### src/hw/rtl/isoq_pkg.sv
// shared types, constants and helpers of the imu stillness / orientation qualifier
// no dependencies
`timescale 1ns / 1ps

package isoq_pkg;

    // fixed field widths
    localparam int AXIS_W    = 16;
    localparam int SUM_W     = 32;                // sum of three 16-bit squares
    localparam int ROOT_W    = SUM_W / 2;
    localparam int MAG_W     = 17;
    localparam int CNT_W     = 4;
    localparam int ORI_W     = 3;
    localparam int CFG_IDX_W = 3;
    localparam int CFG_DAT_W = 16;

    // defaults for top-level parameters
    localparam int REQ_READINGS_DEF = 10;
    localparam int QUEUE_DEPTH_DEF  = 2;

    // algorithm constants
    localparam int NUM_AXES       = 3;
    localparam int MUL_STEPS      = 2 * NUM_AXES;
    localparam int G_SCALE_LIMIT  = 100;
    localparam int MG_PER_G       = 1000;
    localparam int STABLE_DELTA   = 50;
    localparam int DOMINANT_FLOOR = 800;

    // configuration register indexes
    localparam logic [CFG_IDX_W-1:0] CFG_ACCEL_TOL  = 3'd0;
    localparam logic [CFG_IDX_W-1:0] CFG_GYRO_LIMIT = 3'd1;
    localparam logic [CFG_IDX_W-1:0] CFG_TGT_AXIS   = 3'd2;
    localparam logic [CFG_IDX_W-1:0] CFG_TGT_VALUE  = 3'd3;
    localparam logic [CFG_IDX_W-1:0] CFG_AXIS_TOL   = 3'd4;

    // target axis selector codes
    localparam logic [1:0] AXIS_X = 2'd0;
    localparam logic [1:0] AXIS_Y = 2'd1;
    localparam logic [1:0] AXIS_Z = 2'd2;

    // dominant orientation codes
    localparam logic [ORI_W-1:0] ORI_TILTED = 3'd0;
    localparam logic [ORI_W-1:0] ORI_X_UP   = 3'd1;
    localparam logic [ORI_W-1:0] ORI_X_DOWN = 3'd2;
    localparam logic [ORI_W-1:0] ORI_Y_UP   = 3'd3;
    localparam logic [ORI_W-1:0] ORI_Y_DOWN = 3'd4;
    localparam logic [ORI_W-1:0] ORI_Z_UP   = 3'd5;
    localparam logic [ORI_W-1:0] ORI_Z_DOWN = 3'd6;

    typedef struct packed {
        logic signed [AXIS_W-1:0] accel_x;
        logic signed [AXIS_W-1:0] accel_y;
        logic signed [AXIS_W-1:0] accel_z;
        logic signed [AXIS_W-1:0] gyro_x;
        logic signed [AXIS_W-1:0] gyro_y;
        logic signed [AXIS_W-1:0] gyro_z;
        logic                     restart;
    } t_in;

    typedef struct packed {
        logic               device_still;
        logic               axis_correct;
        logic [CNT_W-1:0]   stable_count;
        logic               orientation_reached;
        logic [ORI_W-1:0]   dominant_orientation;
        logic [MAG_W-1:0]   accel_magnitude;
    } t_out;

    typedef struct packed {
        logic [11:0]              accel_tol;
        logic [15:0]              gyro_limit;
        logic [1:0]               target_axis;
        logic signed [AXIS_W-1:0] target_value;
        logic [14:0]              axis_tol;
    } t_cfg;

    // work handed from front to back through the queue
    typedef struct packed {
        logic [SUM_W-1:0] asum;
        logic [SUM_W-1:0] gsum;
        logic             axis_ok;
        logic [ORI_W-1:0] orient;
        logic             restart;
    } t_job;

    typedef enum logic [1:0] {
        F_IDLE,
        F_MUL,
        F_PUSH
    } t_fstate;

    typedef enum logic [1:0] {
        B_IDLE,
        B_ROOT,
        B_JUDGE
    } t_bstate;

    function automatic logic [AXIS_W-1:0] abs16(input logic signed [AXIS_W-1:0] v);
        logic [AXIS_W-1:0] r;
        r = v[AXIS_W-1] ? AXIS_W'(-v) : AXIS_W'(v);
        return r;
    endfunction

endpackage

### src/hw/rtl/isoq_front.sv
// front end: takes a sample, squares its six axes on one multiplier,
// classifies axis match and dominant orientation; uses isoq_pkg
`timescale 1ns / 1ps

module isoq_front
    import isoq_pkg::*;
(
    input  logic  i_clk,
    input  logic  i_rst_n,
    input  logic  i_in_valid,
    output logic  o_in_stall,
    input  t_in   i_in_data,
    input  t_cfg  i_cfg,
    output logic  o_push,
    output t_job  o_job,
    input  logic  i_full
);

    localparam int STEP_W = $clog2(MUL_STEPS + 1);

    t_fstate            r_state, n_state;
    t_in                r_in, n_in;
    logic [STEP_W-1:0]  r_step, n_step;
    logic [SUM_W-1:0]   r_prod, n_prod;
    logic [SUM_W-1:0]   r_asum, n_asum;
    logic [SUM_W-1:0]   r_gsum, n_gsum;

    logic [AXIS_W-1:0]        w_op;
    logic [AXIS_W-1:0]        w_mx, w_my, w_mz;
    logic [ORI_W-1:0]         w_orient;
    logic signed [AXIS_W-1:0] w_sel;
    logic                     w_sel_ok;
    logic signed [AXIS_W:0]   w_diff;
    logic [AXIS_W:0]          w_adiff;
    logic                     w_axis_ok;

    // operand for the current multiply step
    always_comb begin
        case (r_step)
            3'd0:    w_op = abs16(r_in.accel_x);
            3'd1:    w_op = abs16(r_in.accel_y);
            3'd2:    w_op = abs16(r_in.accel_z);
            3'd3:    w_op = abs16(r_in.gyro_x);
            3'd4:    w_op = abs16(r_in.gyro_y);
            3'd5:    w_op = abs16(r_in.gyro_z);
            default: w_op = '0;
        endcase
    end

    // dominant axis, tested z, y, x
    always_comb begin
        w_mx = abs16(r_in.accel_x);
        w_my = abs16(r_in.accel_y);
        w_mz = abs16(r_in.accel_z);
        if (w_mz > AXIS_W'(DOMINANT_FLOOR) && w_mz > w_mx && w_mz > w_my) begin
            w_orient = r_in.accel_z[AXIS_W-1] ? ORI_Z_DOWN : ORI_Z_UP;
        end else if (w_my > AXIS_W'(DOMINANT_FLOOR) && w_my > w_mx && w_my > w_mz) begin
            w_orient = r_in.accel_y[AXIS_W-1] ? ORI_Y_DOWN : ORI_Y_UP;
        end else if (w_mx > AXIS_W'(DOMINANT_FLOOR) && w_mx > w_my && w_mx > w_mz) begin
            w_orient = r_in.accel_x[AXIS_W-1] ? ORI_X_DOWN : ORI_X_UP;
        end else begin
            w_orient = ORI_TILTED;
        end
    end

    // target axis check
    always_comb begin
        w_sel_ok = 1'b1;
        unique case (i_cfg.target_axis)
            AXIS_X:  w_sel = r_in.accel_x;
            AXIS_Y:  w_sel = r_in.accel_y;
            AXIS_Z:  w_sel = r_in.accel_z;
            default: begin
                w_sel    = '0;
                w_sel_ok = 1'b0;
            end
        endcase
        w_diff    = $signed({w_sel[AXIS_W-1], w_sel})
                  - $signed({i_cfg.target_value[AXIS_W-1], i_cfg.target_value});
        w_adiff   = w_diff[AXIS_W] ? (AXIS_W+1)'(-w_diff) : (AXIS_W+1)'(w_diff);
        w_axis_ok = w_sel_ok && (w_adiff < {2'b00, i_cfg.axis_tol});
    end

    always_comb begin
        n_state = r_state;
        n_in    = r_in;
        n_step  = r_step;
        n_prod  = r_prod;
        n_asum  = r_asum;
        n_gsum  = r_gsum;
        unique case (r_state)
            F_IDLE: begin
                if (i_in_valid) begin
                    n_in    = i_in_data;
                    n_step  = '0;
                    n_asum  = '0;
                    n_gsum  = '0;
                    n_state = F_MUL;
                end
            end
            F_MUL: begin
                n_prod = w_op * w_op;
                // product of the previous step lands here
                if (r_step != '0) begin
                    if (r_step <= STEP_W'(NUM_AXES)) begin
                        n_asum = r_asum + r_prod;
                    end else begin
                        n_gsum = r_gsum + r_prod;
                    end
                end
                n_step = r_step + STEP_W'(1);
                if (r_step == STEP_W'(MUL_STEPS)) begin
                    n_state = F_PUSH;
                end
            end
            F_PUSH: begin
                if (!i_full) begin
                    n_state = F_IDLE;
                end
            end
            default: n_state = F_IDLE;
        endcase
    end

    always_ff @(posedge i_clk) begin
        if (!i_rst_n) begin
            r_state <= F_IDLE;
        end else begin
            r_state <= n_state;
        end
    end

    always_ff @(posedge i_clk) begin
        r_in   <= n_in;
        r_step <= n_step;
        r_prod <= n_prod;
        r_asum <= n_asum;
        r_gsum <= n_gsum;
    end

    assign o_in_stall    = (r_state != F_IDLE);
    assign o_push        = (r_state == F_PUSH) && !i_full;
    assign o_job.asum    = r_asum;
    assign o_job.gsum    = r_gsum;
    assign o_job.axis_ok = w_axis_ok;
    assign o_job.orient  = w_orient;
    assign o_job.restart = r_in.restart;

endmodule

### src/hw/rtl/isoq_queue.sv
// short job queue between front and back ends
// uses isoq_pkg for the job type
`timescale 1ns / 1ps

module isoq_queue
    import isoq_pkg::*;
#(
    parameter int DEPTH = QUEUE_DEPTH_DEF
) (
    input  logic  i_clk,
    input  logic  i_rst_n,
    input  logic  i_push,
    input  t_job  i_data,
    output logic  o_full,
    input  logic  i_pop,
    output t_job  o_data,
    output logic  o_empty
);

    localparam int PTR_W = (DEPTH > 1) ? $clog2(DEPTH) : 1;
    localparam int CNT_QW = $clog2(DEPTH + 1);

    t_job               r_mem [DEPTH];
    logic [PTR_W-1:0]   r_wr_ptr, r_rd_ptr;
    logic [CNT_QW-1:0]  r_count;

    function automatic logic [PTR_W-1:0] bump(input logic [PTR_W-1:0] p);
        logic [PTR_W-1:0] r;
        r = (p == PTR_W'(DEPTH - 1)) ? '0 : PTR_W'(p + PTR_W'(1));
        return r;
    endfunction

    always_ff @(posedge i_clk) begin
        if (!i_rst_n) begin
            r_wr_ptr <= '0;
            r_rd_ptr <= '0;
            r_count  <= '0;
        end else begin
            if (i_push) begin
                r_wr_ptr <= bump(r_wr_ptr);
            end
            if (i_pop) begin
                r_rd_ptr <= bump(r_rd_ptr);
            end
            if (i_push && !i_pop) begin
                r_count <= r_count + CNT_QW'(1);
            end else if (i_pop && !i_push) begin
                r_count <= r_count - CNT_QW'(1);
            end
        end
    end

    always_ff @(posedge i_clk) begin
        if (i_push) begin
            r_mem[r_wr_ptr] <= i_data;
        end
    end

    assign o_data  = r_mem[r_rd_ptr];
    assign o_full  = (r_count == CNT_QW'(DEPTH));
    assign o_empty = (r_count == '0);

endmodule

### src/hw/rtl/isoq_back.sv
// back end: bit-serial square roots of both sums, stillness judgment,
// run counter and result register; uses isoq_pkg
`timescale 1ns / 1ps

module isoq_back
    import isoq_pkg::*;
#(
    parameter int REQUIRED_READINGS = REQ_READINGS_DEF
) (
    input  logic  i_clk,
    input  logic  i_rst_n,
    input  t_cfg  i_cfg,
    input  t_job  i_job,
    input  logic  i_empty,
    output logic  o_pop,
    output logic  o_out_valid,
    input  logic  i_out_stall,
    output t_out  o_out_data
);

    localparam int IT_W  = $clog2(ROOT_W);
    localparam int REM_W = ROOT_W + 1;

    t_bstate            r_state, n_state;
    t_job               r_job, n_job;
    logic [SUM_W-1:0]   r_rad, n_rad;
    logic [REM_W-1:0]   r_rem, n_rem;
    logic [ROOT_W-1:0]  r_root, n_root;
    logic [IT_W-1:0]    r_it, n_it;
    logic               r_gphase, n_gphase;
    logic [MAG_W-1:0]   r_amag, n_amag;
    logic [ROOT_W-1:0]  r_gmag, n_gmag;
    logic [MAG_W-1:0]   r_prev, n_prev;
    logic               r_first, n_first;
    logic [CNT_W-1:0]   r_cnt, n_cnt;
    t_out               r_out, n_out;
    logic               r_out_valid, n_out_valid;

    logic [REM_W+1:0]   w_rem_sh, w_trial;
    logic               w_ge;
    logic [REM_W-1:0]   w_rem_nx;
    logic [ROOT_W-1:0]  w_root_nx;
    logic [MAG_W-1:0]   w_small, w_amag_norm;
    logic [MAG_W-1:0]   w_dprev, w_dg;
    logic               w_still, w_good, w_out_free;
    logic [CNT_W-1:0]   w_base, w_cnt_nx;

    // one result bit per iteration
    always_comb begin
        w_rem_sh  = {r_rem, r_rad[SUM_W-1 -: 2]};
        w_trial   = {1'b0, r_root, 2'b01};
        w_ge      = (w_rem_sh >= w_trial);
        w_rem_nx  = w_ge ? REM_W'(w_rem_sh - w_trial) : w_rem_sh[REM_W-1:0];
        w_root_nx = {r_root[ROOT_W-2:0], w_ge};
        w_small   = {{(MAG_W-7){1'b0}}, w_root_nx[6:0]};
        w_amag_norm = (w_root_nx <= ROOT_W'(G_SCALE_LIMIT))
                    ? w_small * MAG_W'(MG_PER_G) : {1'b0, w_root_nx};
    end

    // stillness and run count
    always_comb begin
        w_dprev = (r_amag >= r_prev) ? r_amag - r_prev : r_prev - r_amag;
        w_dg    = (r_amag >= MAG_W'(MG_PER_G)) ? r_amag - MAG_W'(MG_PER_G)
                                               : MAG_W'(MG_PER_G) - r_amag;
        w_still = !r_first
               && (r_gmag < i_cfg.gyro_limit)
               && (w_dprev < MAG_W'(STABLE_DELTA))
               && (w_dg < {5'b0, i_cfg.accel_tol});
        w_good  = w_still && r_job.axis_ok;
        w_base  = r_job.restart ? '0 : r_cnt;
        if (!w_good) begin
            w_cnt_nx = '0;
        end else if (w_base < CNT_W'(REQUIRED_READINGS)) begin
            w_cnt_nx = w_base + CNT_W'(1);
        end else begin
            w_cnt_nx = w_base;
        end
        w_out_free = !r_out_valid || !i_out_stall;
    end

    always_comb begin
        n_state     = r_state;
        n_job       = r_job;
        n_rad       = r_rad;
        n_rem       = r_rem;
        n_root      = r_root;
        n_it        = r_it;
        n_gphase    = r_gphase;
        n_amag      = r_amag;
        n_gmag      = r_gmag;
        n_prev      = r_prev;
        n_first     = r_first;
        n_cnt       = r_cnt;
        n_out       = r_out;
        n_out_valid = r_out_valid && i_out_stall;
        o_pop       = 1'b0;
        unique case (r_state)
            B_IDLE: begin
                if (!i_empty) begin
                    o_pop    = 1'b1;
                    n_job    = i_job;
                    n_rad    = i_job.asum;
                    n_rem    = '0;
                    n_root   = '0;
                    n_it     = '0;
                    n_gphase = 1'b0;
                    n_state  = B_ROOT;
                end
            end
            B_ROOT: begin
                n_rad  = {r_rad[SUM_W-3:0], 2'b00};
                n_rem  = w_rem_nx;
                n_root = w_root_nx;
                n_it   = r_it + IT_W'(1);
                if (r_it == IT_W'(ROOT_W - 1)) begin
                    if (!r_gphase) begin
                        // accel root done, start on the gyro sum
                        n_amag   = w_amag_norm;
                        n_rad    = r_job.gsum;
                        n_rem    = '0;
                        n_root   = '0;
                        n_gphase = 1'b1;
                    end else begin
                        n_gmag  = w_root_nx;
                        n_state = B_JUDGE;
                    end
                end
            end
            B_JUDGE: begin
                if (w_out_free) begin
                    n_out_valid                  = 1'b1;
                    n_out.device_still           = w_still;
                    n_out.axis_correct           = r_job.axis_ok;
                    n_out.stable_count           = w_cnt_nx;
                    n_out.orientation_reached    = (w_cnt_nx >= CNT_W'(REQUIRED_READINGS));
                    n_out.dominant_orientation   = r_job.orient;
                    n_out.accel_magnitude        = r_amag;
                    n_prev                       = r_amag;
                    n_first                      = 1'b0;
                    n_cnt                        = w_cnt_nx;
                    n_state                      = B_IDLE;
                end
            end
            default: n_state = B_IDLE;
        endcase
    end

    always_ff @(posedge i_clk) begin
        if (!i_rst_n) begin
            r_state     <= B_IDLE;
            r_out_valid <= 1'b0;
            r_prev      <= '0;
            r_first     <= 1'b1;
            r_cnt       <= '0;
        end else begin
            r_state     <= n_state;
            r_out_valid <= n_out_valid;
            r_prev      <= n_prev;
            r_first     <= n_first;
            r_cnt       <= n_cnt;
        end
    end

    always_ff @(posedge i_clk) begin
        r_job    <= n_job;
        r_rad    <= n_rad;
        r_rem    <= n_rem;
        r_root   <= n_root;
        r_it     <= n_it;
        r_gphase <= n_gphase;
        r_amag   <= n_amag;
        r_gmag   <= n_gmag;
        r_out    <= n_out;
    end

    assign o_out_valid = r_out_valid;
    assign o_out_data  = r_out;

endmodule

### src/hw/rtl/imu_stillness_orientation_qualifier.sv
// top level of the imu stillness / orientation qualifier
// depends on isoq_pkg, isoq_front, isoq_queue, isoq_back
`timescale 1ns / 1ps

// Takes one accelerometer + gyro sample per input transfer and returns one
// result transfer per sample: stillness, target-axis match, the saturating
// run count of good samples, orientation-reached flag, dominant gravity axis
// and the accel magnitude in mg (magnitudes of 100 or less are read as g and
// scaled by 1000). The first sample after reset only seeds the stored
// magnitude and never reports still. A front end squares the six axes on one
// 16x16 multiplier; a back end loads the job, takes both floor square roots
// one after the other on one bit-serial root unit, and then judges the
// sample. That root unit sets the sustained rate; the queue between front
// and back (two entries by default) lets the next sample be squared while
// the previous one is rooted, and the result register lets the back end
// root the next sample while a result waits to be taken.
// Configuration writes take effect at once and are meant for idle periods.

module imu_stillness_orientation_qualifier
    import isoq_pkg::*;
#(
    parameter int REQUIRED_READINGS = REQ_READINGS_DEF,
    parameter int QUEUE_DEPTH       = QUEUE_DEPTH_DEF
) (
    input  logic                  i_clk,
    input  logic                  i_rst_n,
    // configuration write port
    input  logic                  i_cfg_we,
    input  logic [CFG_IDX_W-1:0]  i_cfg_idx,
    input  logic [CFG_DAT_W-1:0]  i_cfg_data,
    // sample input channel
    input  logic                  i_in_valid,
    output logic                  o_in_stall,
    input  t_in                   i_in_data,
    // result output channel
    output logic                  o_out_valid,
    input  logic                  i_out_stall,
    output t_out                  o_out_data
);

    t_cfg  r_cfg;
    t_job  w_push_job, w_pop_job;
    logic  w_push, w_pop, w_full, w_empty;

    // configuration registers, written in place, no read-back
    always_ff @(posedge i_clk) begin
        if (!i_rst_n) begin
            r_cfg.accel_tol    <= 12'd500;
            r_cfg.gyro_limit   <= 16'd1000;
            r_cfg.target_axis  <= AXIS_Z;
            r_cfg.target_value <= 16'sd1000;
            r_cfg.axis_tol     <= 15'd100;
        end else if (i_cfg_we) begin
            unique case (i_cfg_idx)
                CFG_ACCEL_TOL:  r_cfg.accel_tol    <= i_cfg_data[11:0];
                CFG_GYRO_LIMIT: r_cfg.gyro_limit   <= i_cfg_data;
                CFG_TGT_AXIS:   r_cfg.target_axis  <= i_cfg_data[1:0];
                CFG_TGT_VALUE:  r_cfg.target_value <= $signed(i_cfg_data);
                CFG_AXIS_TOL:   r_cfg.axis_tol     <= i_cfg_data[14:0];
                default: ;  // writes beyond the register list are dropped
            endcase
        end
    end

    // front: accept the transfer, square the axes, classify
    isoq_front u_front (
        .i_clk      (i_clk),
        .i_rst_n    (i_rst_n),
        .i_in_valid (i_in_valid),
        .o_in_stall (o_in_stall),
        .i_in_data  (i_in_data),
        .i_cfg      (r_cfg),
        .o_push     (w_push),
        .o_job      (w_push_job),
        .i_full     (w_full)
    );

    // decoupling queue
    isoq_queue #(
        .DEPTH (QUEUE_DEPTH)
    ) u_queue (
        .i_clk   (i_clk),
        .i_rst_n (i_rst_n),
        .i_push  (w_push),
        .i_data  (w_push_job),
        .o_full  (w_full),
        .i_pop   (w_pop),
        .o_data  (w_pop_job),
        .o_empty (w_empty)
    );

    // back: square roots, stillness, run count, result register
    isoq_back #(
        .REQUIRED_READINGS (REQUIRED_READINGS)
    ) u_back (
        .i_clk       (i_clk),
        .i_rst_n     (i_rst_n),
        .i_cfg       (r_cfg),
        .i_job       (w_pop_job),
        .i_empty     (w_empty),
        .o_pop       (w_pop),
        .o_out_valid (o_out_valid),
        .i_out_stall (i_out_stall),
        .o_out_data  (o_out_data)
    );

endmodule

### config.mk
export PLATFORM = sky130hd
export DESIGN_NAME = imu_stillness_orientation_qualifier
export DESIGN_NICKNAME = d
export VERILOG_FILES = /design/src/hw/rtl/isoq_pkg.sv /design/src/hw/rtl/isoq_front.sv /design/src/hw/rtl/isoq_queue.sv /design/src/hw/rtl/isoq_back.sv /design/src/hw/rtl/imu_stillness_orientation_qualifier.sv
export SDC_FILE = /design/constraint.sdc
export NUM_CORES = 2
export LEC_CHECK = 0
export BUFFER_PORTS_ARGS = -buffer_cell sky130_fd_sc_hd__buf_2
export CAP_MARGIN = 15
export CORE_MARGIN = 2
export CORE_UTILIZATION = 42
export DETAILED_ROUTE_END_ITERATION = 8
export GPL_TIMING_DRIVEN = 0
export SYNTH_ARGS = -nofsm -noshare
export SYNTH_HDL_FRONTEND = slang
export SYNTH_HIERARCHICAL = 1
export SYNTH_SLANG_ARGS = --single-unit
### constraint.sdc
create_clock -name i_clk -period 9.15 [get_ports i_clk]
set_clock_uncertainty 0.05 [all_clocks]
set_input_delay 0.4575 -clock i_clk [delete_from_list [all_inputs] [get_ports i_clk]]
set_output_delay 0.4575 -clock i_clk [all_outputs]
set_load 0.02 [all_outputs]
==> reports/metrics.yaml <==
worstMarginPinSlew_ps: 1300
worstPathRequired_ps: 9470
fin_nets: 5005
grt_pass1_wl_microns: 170000
globalRouteOverflowTotal: 0
setup_tns_ps: 0
hp-start: "i_cfg_data[8]"
setup_violations: 0
crit_path_end_kind: "register"
worstSetupPathType: "reg -> reg"
viasPerCell: 5.37
insertion_delay_ps: 640
die_w_microns: 319
vias: 30400
port_buffers: 149
clockBufferDepth: 3
hold_viol_final: 0
tritoncts: "built"
wire_per_inst_microns: 19.0
ctsRootBufferMaster: "clkbuf_16"
drtPass1Iterations: 5
holdWs_ps: 42.7
synth.distinct_cells: 101
yosys_warnings: 6
htreeDepth: 3
startpoint: "u_front/r_in[69]"
drive_above_1_share_pct: 11.1
syn_nets: 4656
path_max_fanout: 10
hold_path_class: "in -> reg"
netlist_area_sq_um: 41700
drv_cap: 0
grt_usage_pct: 21.2
synth-async-reset-ratio_pct: 0
min_period_ps: 8860
dieHeight_microns: 319
synth_edf_count: 500
row_count: 115
status: "complete, no violations"
synth-main-ff-cell: "edfxtp_1"
wl_microns: 107000
ys_ff_latch: 593
drc: 0
drtIter0Drc: 1910
setup_ws_ps: 295
dieArea_sq_um: 102000
ant_nets: 0
start_util_pct: 42.3
dp.cells: 5427
area_delta_synth_final_pct: 15.0
final_cells: 5671
dp_hpwl_microns: 81900
postSynthAreaPerCell_sq_um: 10.5
max-slew-margin-rel_pct: 11.2
crit_path_start_kind: "register"
grt_pass1_vias: 30700
worstReg2RegStart: "u_front/r_in[69]"
clock_sinks: 593
period_share_pct: 96.8
cts_buffers: 67
antenna_found_initial: 5
grt_start_max_net_pins: 60
crit_arrival_ps: 9170
pre_cts_ws_ps: -770
routabilityCongestion: 0.916
rsz0062_at_grt: "true"
syn_inst: 3979
core_sq_um: 98400
io_pins: 150
synth-seq-area-share_pct: 40.5
fmax_ghz: 0.113
clk_pin_slew_ps: 70
final_max_slew_viol_count: 0
[layout make-up]
| class | count | area (sq um) |
|---|---|---|
| diodes | 2 | 5.00 |
| multi-input cells | 2819 | 22900 |
| inverters | 449 | 1700 |
| clock buffers | 89 | 1800 |
| repair buffers | 282 | 2150 |
| fillers | 9100 | 50500 |
| flip-flops and latches | 593 | 16900 |
| plain buffers | 116 | 568 |
| well taps | 1287 | 1610 |
| clock inverters | 34 | 365 |
[flip-flops by register name, indices dropped and copies added, names as in the netlist, 16 cells and up, named ones only]
register / cells
u_back/r_prev: 17
u_queue/r_mem: 138
u_front/r_gsum: 32
u_back/r_gmag: 16
u_front/r_prod: 31
u_front/r_in: 96
u_back/r_rem: 17
u_back/r_rad: 32
u_back/r_job: 37
u_back/r_root: 16
u_back/r_amag: 17
u_front/r_asum: 32
u_back/o_out_data: 27
r_cfg: 61
[worst paths after layout]
kind	end	slack, ps	cells after the start
hold reg to reg	u_back/r_gmag[12]	400	0
setup / recovery	u_front/r_prod[31]	290	26
hold / removal	r_cfg[8]	40	3
setup reg to reg	u_front/r_prod[31]	290	26
[critical path, stage by stage (launching register included)]
cell and delay [ps]:
edfxtp_1 500, or3_4 440, o21ai_0 300, xor2_2 370, o22ai_1 260, or4_1 560, clkbuf_1 330, nand2_1 240
fa_1 480, fa_1 550, inv_1 50, fa_1 510, fa_1 440, fa_1 540, inv_1 50, fa_1 530
inv_1 40, ha_1 440, nand4_1 160, a211oi_2 330, a21oi_1 150, nor2b_1 220, a21oi_1 150, o32a_1 410
a21oi_2 180, a31oi_1 120, xnor2_1 160
[per-stage QoR]
stage                     area, sq um  util [%]
after floorplan                 41700         -
after global placement          44000      44.7
after detailed placement        44300      45.0
after CTS                       47600      48.3
after global routing            47900      48.7
final                           47900      48.7
[synthesized netlist by cell type, types with 16 or more instances]
cell type  count  area [sq um]
a211oi_1      28           210
a21boi_0      24           180
a21o_1        71           533
a21oi_1      173           866
a31oi_1       27           169
and2_1        33           206
and3_1        17           106
clkbuf_1      90           338
dfxtp_1       93          1860
edfxtp_1     500         15000
fa_1         184          3680
ha_1         372          4650
inv_1        443          1660
mux2_2        60           676
mux2i_1      124          1240
nand2_1      377          1420
nand2b_1      36           225
nand3_1       53           265
nand4_1       33           206
nor2_1       276          1040
nor2b_1       65           407
nor3_1        56           280
o211ai_1      33           248
o21a_1        43           323
o21ai_0      178           891
o21bai_1      22           165
o22ai_1       18           113
o31ai_1       30           225
o41ai_1       16           140
or3_1         22           138
or4_1         16           120
xnor2_1      125          1090
xor2_1       107           937
[cell usage in the layout, fill, tap and decap left out, types with 14 or more instances in the layout]
cell / netlist / final
ha_1: 372 / 371
mux2i_1: 124 / 124
and3_1: 17 / 17
a21boi_0: 24 / 24
nor2b_1: 65 / 64
a211oi_1: 28 / 27
nand4_1: 33 / 33
o21a_1: 43 / 43
clkbuf_1: 90 / 98
fa_1: 184 / 184
o22ai_1: 18 / 18
a31oi_1: 27 / 26
mux2_2: 60 / 60
inv_1: 443 / 438
xnor2_1: 125 / 120
a21o_1: 71 / 71
or2_2: 15 / 15
dlygate4sd3_1: 0 / 96
o31ai_1: 30 / 28
nand2b_1: 36 / 36
xor2_1: 107 / 99
o211ai_1: 33 / 33
buf_2: 15 / 164
clkbuf_16: 0 / 67
and2_1: 33 / 32
dfxtp_1: 93 / 93
a21oi_1: 173 / 170
o21bai_1: 22 / 22
nor2_1: 276 / 273
buf_4: 3 / 28
nand2_1: 377 / 376
nand3_1: 53 / 51
or4_1: 16 / 16
edfxtp_1: 500 / 500
o41ai_1: 16 / 14
o21ai_0: 178 / 176
nor3_1: 56 / 53
or3_1: 22 / 21
[what timing repair did]
action | 4_1_cts | 5_1_grt
hold buffers | 96 | 0
pin swaps | 3 | 9
setup buffers | 4 | 21
gates resized for setup | 22 | 43
hold endpoints to repair | 96 | 0
endpoints found under the setup margin | 13 | 10
[layer usage]
layer  vias up  GRT usage [%]  wire (microns)  share of wire [%]
met4         4           6.79            3560                3.3
met1     14800           27.9           47700                 44
met3       183           2.60            4880                4.5
met5         -              0              27              0.025
met2       727           36.3           51400                 48
li1      14800              -               -                  -
[logic make-up (layout without fill, tap and decap cells)]
family | after synthesis | after routing | share of synthesized area, %
xor gates and xnor gates | 232 | 232 | 4.88
DFF | 593 | 593 | 40.5
adders and majority gates | 557 | 557 | 20.0
buffers and inverters | 567 | 970 | 5.34
muxes | 195 | 195 | 4.99
and+or+nand+nor | 1062 | 1062 | 12.1
AOI/OAI and AO/OA | 773 | 773 | 12.2
other | 0 | 2 | 0
Power is left out: the tool's default activity adds up to more than one toggle a clock period on the data nets, which glitch-free logic cannot reach.
